==> config.mk <==
export PLATFORM = sky130hd
export DESIGN_NAME = masked_sprite_rle_blitter_core
export DESIGN_NICKNAME = d
export VERILOG_FILES = /design/src/rtl/core/msrb_pkg.sv /design/src/rtl/core/masked_sprite_rle_blitter_core.sv /design/src/rtl/core/msrb_front.sv /design/src/rtl/core/msrb_queue.sv /design/src/rtl/core/msrb_back.sv
export SDC_FILE = /design/constraint.sdc
export NUM_CORES = 2
export LEC_CHECK = 0
export BUFFER_PORTS_ARGS = -buffer_cell sky130_fd_sc_hd__buf_2
export CORE_MARGIN = 4
export CORE_UTILIZATION = 55
export DETAILED_ROUTE_END_ITERATION = 10
export PLACE_DENSITY = 0.72
export SLEW_MARGIN = 40
export SYNTH_ARGS = -nofsm -noshare
export SYNTH_HDL_FRONTEND = slang
export SYNTH_HIERARCHICAL = 1
export SYNTH_SLANG_ARGS = --single-unit
==> constraint.sdc <==
create_clock -name aclk -period 12.01 [get_ports aclk]
set_input_delay 2.402 -clock aclk [delete_from_list [all_inputs] [get_ports aclk]]
set_output_delay 2.402 -clock aclk [all_outputs]
set_load 0.01 [all_outputs]
==> src/rtl/core/msrb_pkg.sv <==
// shared types and constants for the run-length sprite blitter core
// no dependencies; imported by every module of the core
`default_nettype none

package msrb_pkg;

    localparam int unsigned PIXEL_BYTES = 2;
    localparam int unsigned QUEUE_DEPTH_DEF = 4;

    localparam int unsigned CFG_ADDR_W = 2;
    localparam int unsigned CFG_DATA_W = 32;

    localparam logic [15:0] END_MARK = 16'hFFFF;

    // configuration register indexes
    localparam logic [CFG_ADDR_W-1:0] CFG_FRAME_BASE = 2'd0;
    localparam logic [CFG_ADDR_W-1:0] CFG_LINE_PITCH = 2'd1;
    localparam logic [CFG_ADDR_W-1:0] CFG_ORIGIN_X   = 2'd2;
    localparam logic [CFG_ADDR_W-1:0] CFG_ORIGIN_Y   = 2'd3;

    typedef enum logic [2:0] {
        PH_XOFF = 3'd0,
        PH_YOFF = 3'd1,
        PH_LEN  = 3'd2,
        PH_PIX  = 3'd3,
        PH_SKIP = 3'd4
    } phase_t;

    typedef enum logic [1:0] {
        CMD_ROW  = 2'd0,
        CMD_PIX  = 2'd1,
        CMD_SKIP = 2'd2,
        CMD_DONE = 2'd3
    } cmd_kind_t;

    // one queued command: for a row start word is the y offset, xoff the held x offset
    typedef struct packed {
        cmd_kind_t   kind;
        logic [15:0] word;
        logic [15:0] xoff;
    } cmd_t;

endpackage

`default_nettype wire

==> src/rtl/core/masked_sprite_rle_blitter_core.sv <==
// with the queue empty, an accepted pixel word is queued, then loaded into the m_ register
// throughput: one stream word per cycle unless the queue is full; a row start holds the writer
// in its row and busy states, absorbed by the queue since every row header spends three words
// reset: synchronous active-low aresetn clears parse phase, pointer, queue and config
// depends on msrb_pkg, msrb_front, msrb_queue, msrb_back
`default_nettype none

module masked_sprite_rle_blitter_core
    import msrb_pkg::*;
#(
    parameter int unsigned QUEUE_DEPTH = QUEUE_DEPTH_DEF
) (
    input  wire logic                  aclk,
    input  wire logic                  aresetn,
    input  wire logic                  cfg_wr_en,
    input  wire logic [CFG_ADDR_W-1:0] cfg_addr,
    input  wire logic [CFG_DATA_W-1:0] cfg_wdata,
    input  wire logic                  s_tvalid,
    output logic                       s_tready,
    input  wire logic [15:0]           s_tdata,  // [15:0] stream_word
    output logic                       m_tvalid,
    input  wire logic                  m_tready,
    output logic [47:0]                m_tdata,  // [31:0] write_address, [47:32] pixel_value
    output logic [1:0]                 m_tuser   // [0] is_write, [1] image_done
);

    logic q_full;
    logic q_push;
    cmd_t q_push_cmd;
    logic q_pop;
    logic q_head_valid;
    cmd_t q_head_cmd;

    msrb_front u_front (
        .aclk     (aclk),
        .aresetn  (aresetn),
        .s_tvalid (s_tvalid),
        .s_tready (s_tready),
        .s_tdata  (s_tdata),
        .q_full   (q_full),
        .q_push   (q_push),
        .q_cmd    (q_push_cmd)
    );

    msrb_queue #(
        .DEPTH (QUEUE_DEPTH)
    ) u_queue (
        .aclk       (aclk),
        .aresetn    (aresetn),
        .push       (q_push),
        .push_cmd   (q_push_cmd),
        .full       (q_full),
        .pop        (q_pop),
        .head_valid (q_head_valid),
        .head_cmd   (q_head_cmd)
    );

    msrb_back u_back (
        .aclk      (aclk),
        .aresetn   (aresetn),
        .cfg_wr_en (cfg_wr_en),
        .cfg_addr  (cfg_addr),
        .cfg_wdata (cfg_wdata),
        .q_valid   (q_head_valid),
        .q_cmd     (q_head_cmd),
        .q_pop     (q_pop),
        .m_tvalid  (m_tvalid),
        .m_tready  (m_tready),
        .m_tdata   (m_tdata),
        .m_tuser   (m_tuser)
    );

endmodule

`default_nettype wire

==> src/rtl/core/msrb_front.sv <==
// stream parser: accepts sprite words, tracks the parse phase and queues commands
// depends on msrb_pkg
`default_nettype none

module msrb_front
    import msrb_pkg::*;
(
    input  wire logic        aclk,
    input  wire logic        aresetn,
    input  wire logic        s_tvalid,
    output logic             s_tready,
    input  wire logic [15:0] s_tdata,   // [15:0] stream_word
    input  wire logic        q_full,
    output logic             q_push,
    output cmd_t             q_cmd
);

    phase_t      phase_reg, phase_next;
    logic [15:0] held_x_reg, held_x_next;
    logic [14:0] words_left_reg, words_left_next;
    logic        accept;

    assign s_tready = !q_full;
    assign accept   = s_tvalid && s_tready;

    // next phase
    always_comb begin
        phase_next = phase_reg;
        if (accept) begin
            case (phase_reg)
                PH_YOFF: phase_next = PH_LEN;
                PH_LEN:  phase_next = (s_tdata[15:1] != 15'd0) ? PH_PIX : PH_SKIP;
                PH_PIX:  phase_next = (words_left_reg == 15'd1) ? PH_SKIP : PH_PIX;
                PH_SKIP: phase_next = (s_tdata == END_MARK) ? PH_XOFF : PH_LEN;
                default: phase_next = (s_tdata == END_MARK) ? PH_XOFF : PH_YOFF;
            endcase
        end
    end

    // commands and counters
    always_comb begin
        q_push          = 1'b0;
        q_cmd.kind      = CMD_PIX;
        q_cmd.word      = s_tdata;
        q_cmd.xoff      = held_x_reg;
        held_x_next     = held_x_reg;
        words_left_next = words_left_reg;
        if (accept) begin
            case (phase_reg)
                PH_YOFF: begin
                    q_push     = 1'b1;
                    q_cmd.kind = CMD_ROW;
                end
                PH_LEN: begin
                    // low bit of the byte length is dropped
                    words_left_next = s_tdata[15:1];
                end
                PH_PIX: begin
                    q_push          = 1'b1;
                    q_cmd.kind      = CMD_PIX;
                    words_left_next = words_left_reg - 15'd1;
                end
                PH_SKIP: begin
                    if (s_tdata != END_MARK) begin
                        q_push     = 1'b1;
                        q_cmd.kind = CMD_SKIP;
                    end
                end
                default: begin
                    if (s_tdata == END_MARK) begin
                        q_push     = 1'b1;
                        q_cmd.kind = CMD_DONE;
                    end else begin
                        held_x_next = s_tdata;
                    end
                end
            endcase
        end
    end

    always_ff @(posedge aclk) begin
        if (!aresetn) begin
            phase_reg      <= PH_XOFF;
            held_x_reg     <= 16'd0;
            words_left_reg <= 15'd0;
        end else begin
            phase_reg      <= phase_next;
            held_x_reg     <= held_x_next;
            words_left_reg <= words_left_next;
        end
    end

endmodule

`default_nettype wire

==> src/rtl/core/msrb_queue.sv <==
// short command queue between parser and pixel writer
// depends on msrb_pkg
`default_nettype none

module msrb_queue
    import msrb_pkg::*;
#(
    parameter int unsigned DEPTH = QUEUE_DEPTH_DEF
) (
    input  wire logic aclk,
    input  wire logic aresetn,
    input  wire logic push,
    input  cmd_t      push_cmd,
    output logic      full,
    input  wire logic pop,
    output logic      head_valid,
    output cmd_t      head_cmd
);

    localparam int unsigned PTR_W = (DEPTH > 1) ? $clog2(DEPTH) : 1;
    localparam int unsigned CNT_W = $clog2(DEPTH + 1);
    localparam logic [PTR_W-1:0] LAST = PTR_W'(DEPTH - 1);

    cmd_t             mem_reg [DEPTH];
    logic [PTR_W-1:0] wr_ptr_reg, wr_ptr_next;
    logic [PTR_W-1:0] rd_ptr_reg, rd_ptr_next;
    logic [CNT_W-1:0] count_reg, count_next;
    logic             do_push, do_pop;

    assign full       = (count_reg == CNT_W'(DEPTH));
    assign head_valid = (count_reg != '0);
    assign head_cmd   = mem_reg[rd_ptr_reg];
    assign do_push    = push && !full;
    assign do_pop     = pop && head_valid;

    always_comb begin
        wr_ptr_next = wr_ptr_reg;
        rd_ptr_next = rd_ptr_reg;
        count_next  = count_reg;
        if (do_push) begin
            wr_ptr_next = (wr_ptr_reg == LAST) ? '0 : wr_ptr_reg + PTR_W'(1);
        end
        if (do_pop) begin
            rd_ptr_next = (rd_ptr_reg == LAST) ? '0 : rd_ptr_reg + PTR_W'(1);
        end
        if (do_push && !do_pop) begin
            count_next = count_reg + CNT_W'(1);
        end else if (do_pop && !do_push) begin
            count_next = count_reg - CNT_W'(1);
        end
    end

    always_ff @(posedge aclk) begin
        if (do_push) begin
            mem_reg[wr_ptr_reg] <= push_cmd;
        end
    end

    always_ff @(posedge aclk) begin
        if (!aresetn) begin
            wr_ptr_reg <= '0;
            rd_ptr_reg <= '0;
            count_reg  <= '0;
        end else begin
            wr_ptr_reg <= wr_ptr_next;
            rd_ptr_reg <= rd_ptr_next;
            count_reg  <= count_next;
        end
    end

`ifndef ASSERT_OFF
    a_count_bound: assert property (@(posedge aclk) disable iff (!aresetn)
        count_reg <= CNT_W'(DEPTH))
        else $error("queue count above depth");
    a_no_push_full: assert property (@(posedge aclk) disable iff (!aresetn)
        full |-> !push)
        else $error("push into full queue");
    a_pop_count: assert property (@(posedge aclk) disable iff (!aresetn)
        (do_pop && !do_push) |=> count_reg == $past(count_reg) - CNT_W'(1))
        else $error("queue count not decremented on pop");
`endif

endmodule

`default_nettype wire

==> src/rtl/core/msrb_back.sv <==
// pixel writer: holds config and write pointer, runs queued commands, drives result register
// depends on msrb_pkg
`default_nettype none

module msrb_back
    import msrb_pkg::*;
(
    input  wire logic                  aclk,
    input  wire logic                  aresetn,
    input  wire logic                  cfg_wr_en,
    input  wire logic [CFG_ADDR_W-1:0] cfg_addr,
    input  wire logic [CFG_DATA_W-1:0] cfg_wdata,
    input  wire logic                  q_valid,
    input  cmd_t                       q_cmd,
    output logic                       q_pop,
    output logic                       m_tvalid,
    input  wire logic                  m_tready,
    output logic [47:0]                m_tdata,  // [31:0] write_address, [47:32] pixel_value
    output logic [1:0]                 m_tuser   // [0] is_write, [1] image_done
);

    logic [31:0] frame_base_reg;
    logic [15:0] line_pitch_reg;
    logic [15:0] origin_x_reg;
    logic [15:0] origin_y_reg;

    logic [31:0] ptr_reg, ptr_next;
    logic        busy_reg, busy_next;
    logic [31:0] row_base_reg, row_base_next;
    logic [31:0] prod_reg, prod_next;

    logic        m_valid_reg, m_valid_next;
    logic [31:0] m_addr_reg, m_addr_next;
    logic [15:0] m_pix_reg, m_pix_next;
    logic        m_wr_reg, m_wr_next;
    logic        m_done_reg, m_done_next;

    logic        out_free;
    logic        load;
    logic        row_start;
    logic [31:0] col_sum;
    logic [31:0] row_sum;
    logic [47:0] prod_full;

    assign out_free = !m_valid_reg || m_tready;

    // row start, on taking the row command: column term plus base, and the line product
    assign col_sum       = {{16{origin_x_reg[15]}}, origin_x_reg} + {16'd0, q_cmd.xoff};
    assign row_sum       = {{16{origin_y_reg[15]}}, origin_y_reg} + {16'd0, q_cmd.word};
    assign prod_full     = {16'd0, row_sum} * {32'd0, line_pitch_reg};
    assign prod_next     = prod_full[31:0];
    assign row_base_next = frame_base_reg + 32'(col_sum * 32'(PIXEL_BYTES));

    always_comb begin
        q_pop       = 1'b0;
        load        = 1'b0;
        row_start   = 1'b0;
        busy_next   = 1'b0;
        ptr_next    = ptr_reg;
        m_addr_next = m_addr_reg;
        m_pix_next  = m_pix_reg;
        m_wr_next   = m_wr_reg;
        m_done_next = m_done_reg;
        if (busy_reg) begin
            // row start, busy step
            ptr_next = row_base_reg + prod_reg;
        end else if (q_valid) begin
            case (q_cmd.kind)
                CMD_ROW: begin
                    q_pop     = 1'b1;
                    row_start = 1'b1;
                    busy_next = 1'b1;
                end
                CMD_PIX: begin
                    if (out_free) begin
                        q_pop       = 1'b1;
                        load        = 1'b1;
                        m_addr_next = ptr_reg;
                        m_pix_next  = q_cmd.word;
                        m_wr_next   = 1'b1;
                        m_done_next = 1'b0;
                        ptr_next    = ptr_reg + 32'(PIXEL_BYTES);
                    end
                end
                CMD_SKIP: begin
                    q_pop    = 1'b1;
                    ptr_next = ptr_reg + {16'd0, q_cmd.word};
                end
                CMD_DONE: begin
                    if (out_free) begin
                        q_pop       = 1'b1;
                        load        = 1'b1;
                        m_addr_next = 32'd0;
                        m_pix_next  = 16'd0;
                        m_wr_next   = 1'b0;
                        m_done_next = 1'b1;
                    end
                end
                default: begin
                    q_pop = 1'b1;
                end
            endcase
        end
        m_valid_next = load ? 1'b1 : (m_tready ? 1'b0 : m_valid_reg);
    end

    always_ff @(posedge aclk) begin
        if (!aresetn) begin
            frame_base_reg <= 32'd0;
            line_pitch_reg <= 16'd0;
            origin_x_reg   <= 16'd0;
            origin_y_reg   <= 16'd0;
        end else if (cfg_wr_en) begin
            case (cfg_addr)
                CFG_FRAME_BASE: frame_base_reg <= cfg_wdata;
                CFG_LINE_PITCH: line_pitch_reg <= cfg_wdata[15:0];
                CFG_ORIGIN_X:   origin_x_reg   <= cfg_wdata[15:0];
                CFG_ORIGIN_Y:   origin_y_reg   <= cfg_wdata[15:0];
                default:        ;
            endcase
        end
    end

    always_ff @(posedge aclk) begin
        if (!aresetn) begin
            ptr_reg     <= 32'd0;
            busy_reg    <= 1'b0;
            m_valid_reg <= 1'b0;
        end else begin
            ptr_reg     <= ptr_next;
            busy_reg    <= busy_next;
            m_valid_reg <= m_valid_next;
        end
    end

    always_ff @(posedge aclk) begin
        if (row_start) begin
            row_base_reg <= row_base_next;
            prod_reg     <= prod_next;
        end
        m_addr_reg <= m_addr_next;
        m_pix_reg  <= m_pix_next;
        m_wr_reg   <= m_wr_next;
        m_done_reg <= m_done_next;
    end

    assign m_tvalid = m_valid_reg;
    assign m_tdata  = {m_pix_reg, m_addr_reg};
    assign m_tuser  = {m_done_reg, m_wr_reg};

`ifndef ASSERT_OFF
    a_busy_one_cycle: assert property (@(posedge aclk) disable iff (!aresetn)
        busy_reg |=> !busy_reg)
        else $error("row start held longer than two cycles");
    a_no_pop_busy: assert property (@(posedge aclk) disable iff (!aresetn)
        busy_reg |-> !q_pop)
        else $error("command taken during row start");
    a_one_kind: assert property (@(posedge aclk) disable iff (!aresetn)
        m_valid_reg |-> (m_wr_reg != m_done_reg))
        else $error("result is neither or both of write and done");
    a_pix_ptr: assert property (@(posedge aclk) disable iff (!aresetn)
        (load && m_wr_next) |=> ptr_reg == $past(ptr_reg) + 32'(PIXEL_BYTES))
        else $error("pointer not advanced after pixel write");
`endif

endmodule

`default_nettype wire
Yosys cells after proc, flatten, opt, wreduce, memory -nomap -nowiden
Memory sizes are Yosys's and may differ from the RTL's. A register that Yosys moved wholly into a read port is not among the register bits.
Index checks and enable logic that the tools add are counted.
{"block": "word_totals", "regBits": 269, "ram_bits": 136, "out_inout_bits": 52, "elab_cells": 135, "mem_count": 1}
{"block": "op_classes", "n_addsub": 11, "multipliers": 1, "n_eq_ne": 19, "n_mux": 48, "bitwise_logic": 3, "n_reduce_logical": 33}
{"name": "u_queue.mem_reg", "depth": 4, "width": 34, "rd": 1, "rd_clocked_by_memory_dff": 1, "wr": 1, "line": "msrb_queue.sv:24", "text": "cmd_t mem_reg [DEPTH];"}
{"operator": "32-bit 2-to-1 mux", "count": 5}
{"operator": "32-bit one-hot mux with 2 select lines", "count": 2}
{"operator": "32-bit adder", "count": 2}
{"operator": "16-bit by 17-bit adder with 18-bit output", "count": 2}
{"operator": "32-bit by 16-bit adder with 32-bit output", "count": 1}
{"operator": "32-bit by 2-bit adder with 32-bit output (second input constant)", "count": 1}
{"operator": "32-bit by 16-bit multiplier with 32-bit output", "count": 1}
{"operator": "16-bit 2-to-1 mux", "count": 2}
{"operator": "16-bit one-hot mux with 2 select lines", "count": 1}
{"operator": "15-bit one-hot mux with 2 select lines", "count": 1}
{"operator": "1-bit 2-to-1 mux", "count": 19}
{"operator": "16-bit == test (second input constant)", "count": 1}
{"operator": "2-bit 2-to-1 mux", "count": 8}
{"operator": "16-bit inequality test (second input constant)", "count": 1}
{"operator": "15-bit by 1-bit == test with 1-bit output (second input constant)", "count": 1}
{"operator": "15-bit nonzero test", "count": 1}
{"operator": "15-bit by 1-bit subtractor with 15-bit output (second input constant)", "count": 1}
{"operator": "2-bit == test (second input constant)", "count": 6}
{"operator": "3-bit 2-to-1 mux", "count": 4}
{"operator": "3-bit one-hot mux with 4 select lines", "count": 1}
{"operator": "2-bit AND reduction", "count": 5}
{"operator": "2-bit nonzero test", "count": 5}
{"operator": "2-bit OR reduction", "count": 4}
{"operator": "3-bit by 2-bit == test with 1-bit output (second input constant)", "count": 2}
{"operator": "20 further kinds", "count": 38}

Depth between registers and ports, before layout
{"block": "logic_depth", "depth_word": 10, "mapped_depth": 40, "mapped_depth_nobuf": 36}

By module
Netlist, hierarchy kept.
{"mod": "msrb_back", "n_inst": 1, "cells_per_inst": 2656, "area_per_inst_um2": 23880.4, "seq_area_each_um2": 5705.5}
{"mod": "msrb_queue", "n_inst": 1, "cells_per_inst": 229, "area_per_inst_um2": 5436.5, "seq_area_each_um2": 4264.1}
{"mod": "msrb_front", "n_inst": 1, "cells_per_inst": 264, "area_per_inst_um2": 2112.0, "seq_area_each_um2": 680.7}

Worst setup path before layout
Ideal clock, no wire load.
{"block": "synth_timing", "path_type": "flip-flop to flip-flop", "startpoint": "register with a tool-made name", "endpoint": "register u_back.prod_reg[31] (data pin)", "setup_time_ns": 0.268, "arrival_time_ns": 8.852, "t_required_ns": 11.742, "setup_slack_ns": 2.890, "stages_incl_launch_ff": 35, "path_buffers": 3, "period_less_slack_ns": 9.120, "cell_sequence": "dfxtp_1 > buf_6 > buf_12 > mux4_2 > ha_1 > a211oi_1 > o21bai_1 > or3_1 > a41oi_1 > a21oi_1 > a41oi_1 > nand2b_1 > a21oi_1 > xnor2_1 > clkbuf_1 > nand2_1 > fa_1 > fa_1 > inv_1 > fa_1 > fa_1 > fa_1 > inv_1 > fa_1 > inv_1 > ha_1 > or4_1 > a221oi_2 > a21oi_2 > nor3_1 > o41ai_2 > a41o_1 > a21oi_2 > xnor2_1 > xnor3_1"}
{"item": "to (signal assigned)", "line": "msrb_back.sv:139", "text": "prod_reg <= prod_next;"}
{"item": "to (decl)", "line": "msrb_back.sv:30", "text": "logic [31:0] prod_reg, prod_next;"}

==> flow_metrics.tcl <==
set metrics [dict create \
    postSynthCellCount 3149 \
    max_stage_delay_ns 0.75 \
    finalHoldViolations 0 \
    grt_max_degree 89 \
    insertion_delay_ns 0.56 \
    die_h_microns 247.0 \
    cts_resized 0 \
    yosysSeqAreaShare 0.3389 \
    fin_worst_skew_ns 0.02044 \
    cp-end-kind "flip-flop" \
    critPathLaunchType "flip-flop" \
    initial_utilization 0.5563 \
    area_growth_pct 7.922 \
    rows 87 \
    total_leakage_power_uw 0.01424 \
    drt_wl_total_mm 81.88 \
    synth_area_leaders "edfxtp_1 (24%), fa_1 (18%), dfxtp_1 (10%), ha_1 (7.4%), nand2_1 (4.9%)" \
    status "complete, no violations" \
    synth-seq-cells 407 \
    synth_ff_type "edfxtp_1" \
    fin_tns_setup_ns 0 \
    drcViolationCount 0 \
    cts_tree "yes" \
    cpMostUsedCell "fa_1" \
    first_global_vias 23830 \
    ir_drop_mv 0.1390 \
    die_w_microns 247.0 \
    cts_setup_buffers 0 \
    worstHoldStart "u_back/frame_base_reg[0]$_SDFFE_PN0P_" \
    clkSinkCount 407 \
    finalCritPeriodShare 0.8626 \
    cts_root_buf "clkbuf_16" \
    max_freq_ghz 0.09653 \
    critical_path_buf_inv_count 4 \
    avgSynthCellArea_sq_um 9.981 \
    ctsHoldBuffers 0 \
    rsz0062_at_grt "false" \
    cts_buffers 41 \
    ys_types 96 \
    gr-total-overflow 0 \
    grt.total_usage 0.2711 \
    drt-vias-per-instance 5.896 \
    worstPathArrival_ns 10.66 \
    cpMaxStageDelayCell "dfxtp_2" \
    ys_warn_count 6 \
    critPathRequiredTime_ns 12.31 \
    yosys.area.top_type "edfxtp_1" \
    min_path_type "reg -> reg" \
    critical_path.max_fanout 18 \
    synthesis.area_sq_um 31430 \
    pin_count 107 \
    place.port_buffers 106 \
    place.gp.congestion 0.9051 \
    synth_edf_count 250 \
    async_reset_ff_frac 0 \
    max-cap-violations 0 \
    ctsHtreeMaxLevel 2 \
    cp_top_family "adder cells" \
    antenna_found_initial 1 \
    vias 23430 \
    die_area_sq_um 61030 \
    fill_cells 4654 \
    power_density_nw_per_um2 161.2 \
    tightestPinTransition_ns 0.8661 \
    clockBufferDepth 3 \
    dp_hpwl_mm 61.48 \
    fin_nets 3705 \
    syn-num-nets 3669 \
    drt_iter0_markers 2096 \
    slew_headroom 0.4218 \
    drive_above_1_share 0.09354 \
    largest_reg_flops 136 \
    netlist.area_leader.share 0.2389 \
    n_antenna_cell 0 \
    fin_crit_ns 10.36 \
    drtAntennaViolNets 0 \
    clk_pin_slew_ns 0.06 \
    power_uw 5468 \
    setup_violations 0 \
    criticalPathCategory "reg -> reg" \
    drv_slew 0 \
    grt_pass1_wl_mm 130.0 \
    core_area_sq_um 56500 \
    post_drt_wl_per_cell_microns 20.60 \
    drtPass1Iterations 6 \
]
==> area by class of cell <==
cell class / instances / area [sq um] / area share
multi-input cells: 2224 / 18730 / 0.5521
flip-flops and latches: 407 / 10660 / 0.3143
inverters: 367 / 1378 / 0.04061
clock buffers: 48 / 1084 / 0.03195
well taps: 756 / 945.9 / 0.02789
repair buffers: 144 / 823.3 / 0.02427
clock inverters: 28 / 299.0 / 0.008816
==> placed cells by master, fill, tap and decap left out, drive strengths merged, types with 114 or more instances in the layout <==
cell type	count
nand2	408
edfxtp	250
nor2	114
ha	187
dfxtp	157
a21oi	244
fa	278
buf	144
and2	173
inv	370
==> where the power goes <==
part	leakage, uW	switching, uW	total (uW)	internal [uW]
Clock	0.000674	562	1320	762
Combinational	0.00998	1420	2240	819
Sequential	0.00359	154	1900	1750
==> synthesized netlist by cell type (9+ instances only) <==
| library cell | count |
|---|---|
| mux2i_1 | 9 |
| edfxtp_1 | 250 |
| o211ai_1 | 11 |
| a21oi_1 | 238 |
| and2_1 | 173 |
| nand3_1 | 62 |
| nor3_1 | 50 |
| o21ai_0 | 96 |
| nor2_1 | 114 |
| a31oi_1 | 12 |
| nor4_1 | 12 |
| dfxtp_1 | 157 |
| nand4_1 | 16 |
| buf_4 | 20 |
| o21a_1 | 27 |
| mux4_2 | 30 |
| ha_1 | 187 |
| buf_2 | 15 |
| a41oi_1 | 9 |
| xnor2_1 | 99 |
| a21o_1 | 59 |
| nor2b_1 | 31 |
| inv_1 | 366 |
| fa_1 | 278 |
| nand2b_1 | 25 |
| xor2_1 | 50 |
| o21bai_1 | 13 |
| nor3b_1 | 11 |
| a211oi_1 | 29 |
| nand2_1 | 408 |
| or3_1 | 13 |
| clkbuf_1 | 102 |
| and3_1 | 18 |
==> cell families after synthesis <==
family	synth area share
xor gates and xnor gates	0.04224
and+or+nand+nor	0.1526
DFF	0.3389
muxes	0.02842
AOI/OAI and AO/OA	0.1192
adders and majority gates	0.2515
buffers and inverters	0.06716
==> layer usage <==
layer,global-route usage,routed length (microns),up-vias
li1,-,-,10730
met1,0.3757,34510,11670
met2,0.4374,38530,872
met3,0.04294,5773,169
met4,0.09394,3059,0
met5,0,0,-
==> stage by stage <==
step	cells	hold slack (ns)	cell area (sq um)	setup slack, ns	utilization
floorplan	3149	0.4081	31430	2.890	-
global placement	3898	0.4379	32500	1.885	0.5752
detailed placement	3898	0.4472	32520	1.646	0.5756
CTS	3974	0.4622	33900	1.621	0.6001
global route	3974	0.4789	33920	0.9273	0.6004
finish	3974	0.4620	33920	1.651	0.6004
==> final timing paths <==
path,slack [ns],cells past startpoint,end
setup / recovery,1.65,31,u_back/prod_reg[31]$_DFFE_PP_
hold / removal,0.46,0,u_back/row_base_reg[0]$_DFFE_PP_
setup reg to reg,1.65,31,u_back/prod_reg[31]$_DFFE_PP_
hold reg to reg,0.46,0,u_back/row_base_reg[0]$_DFFE_PP_
Note: power is estimated with default switching activity, not from simulation.
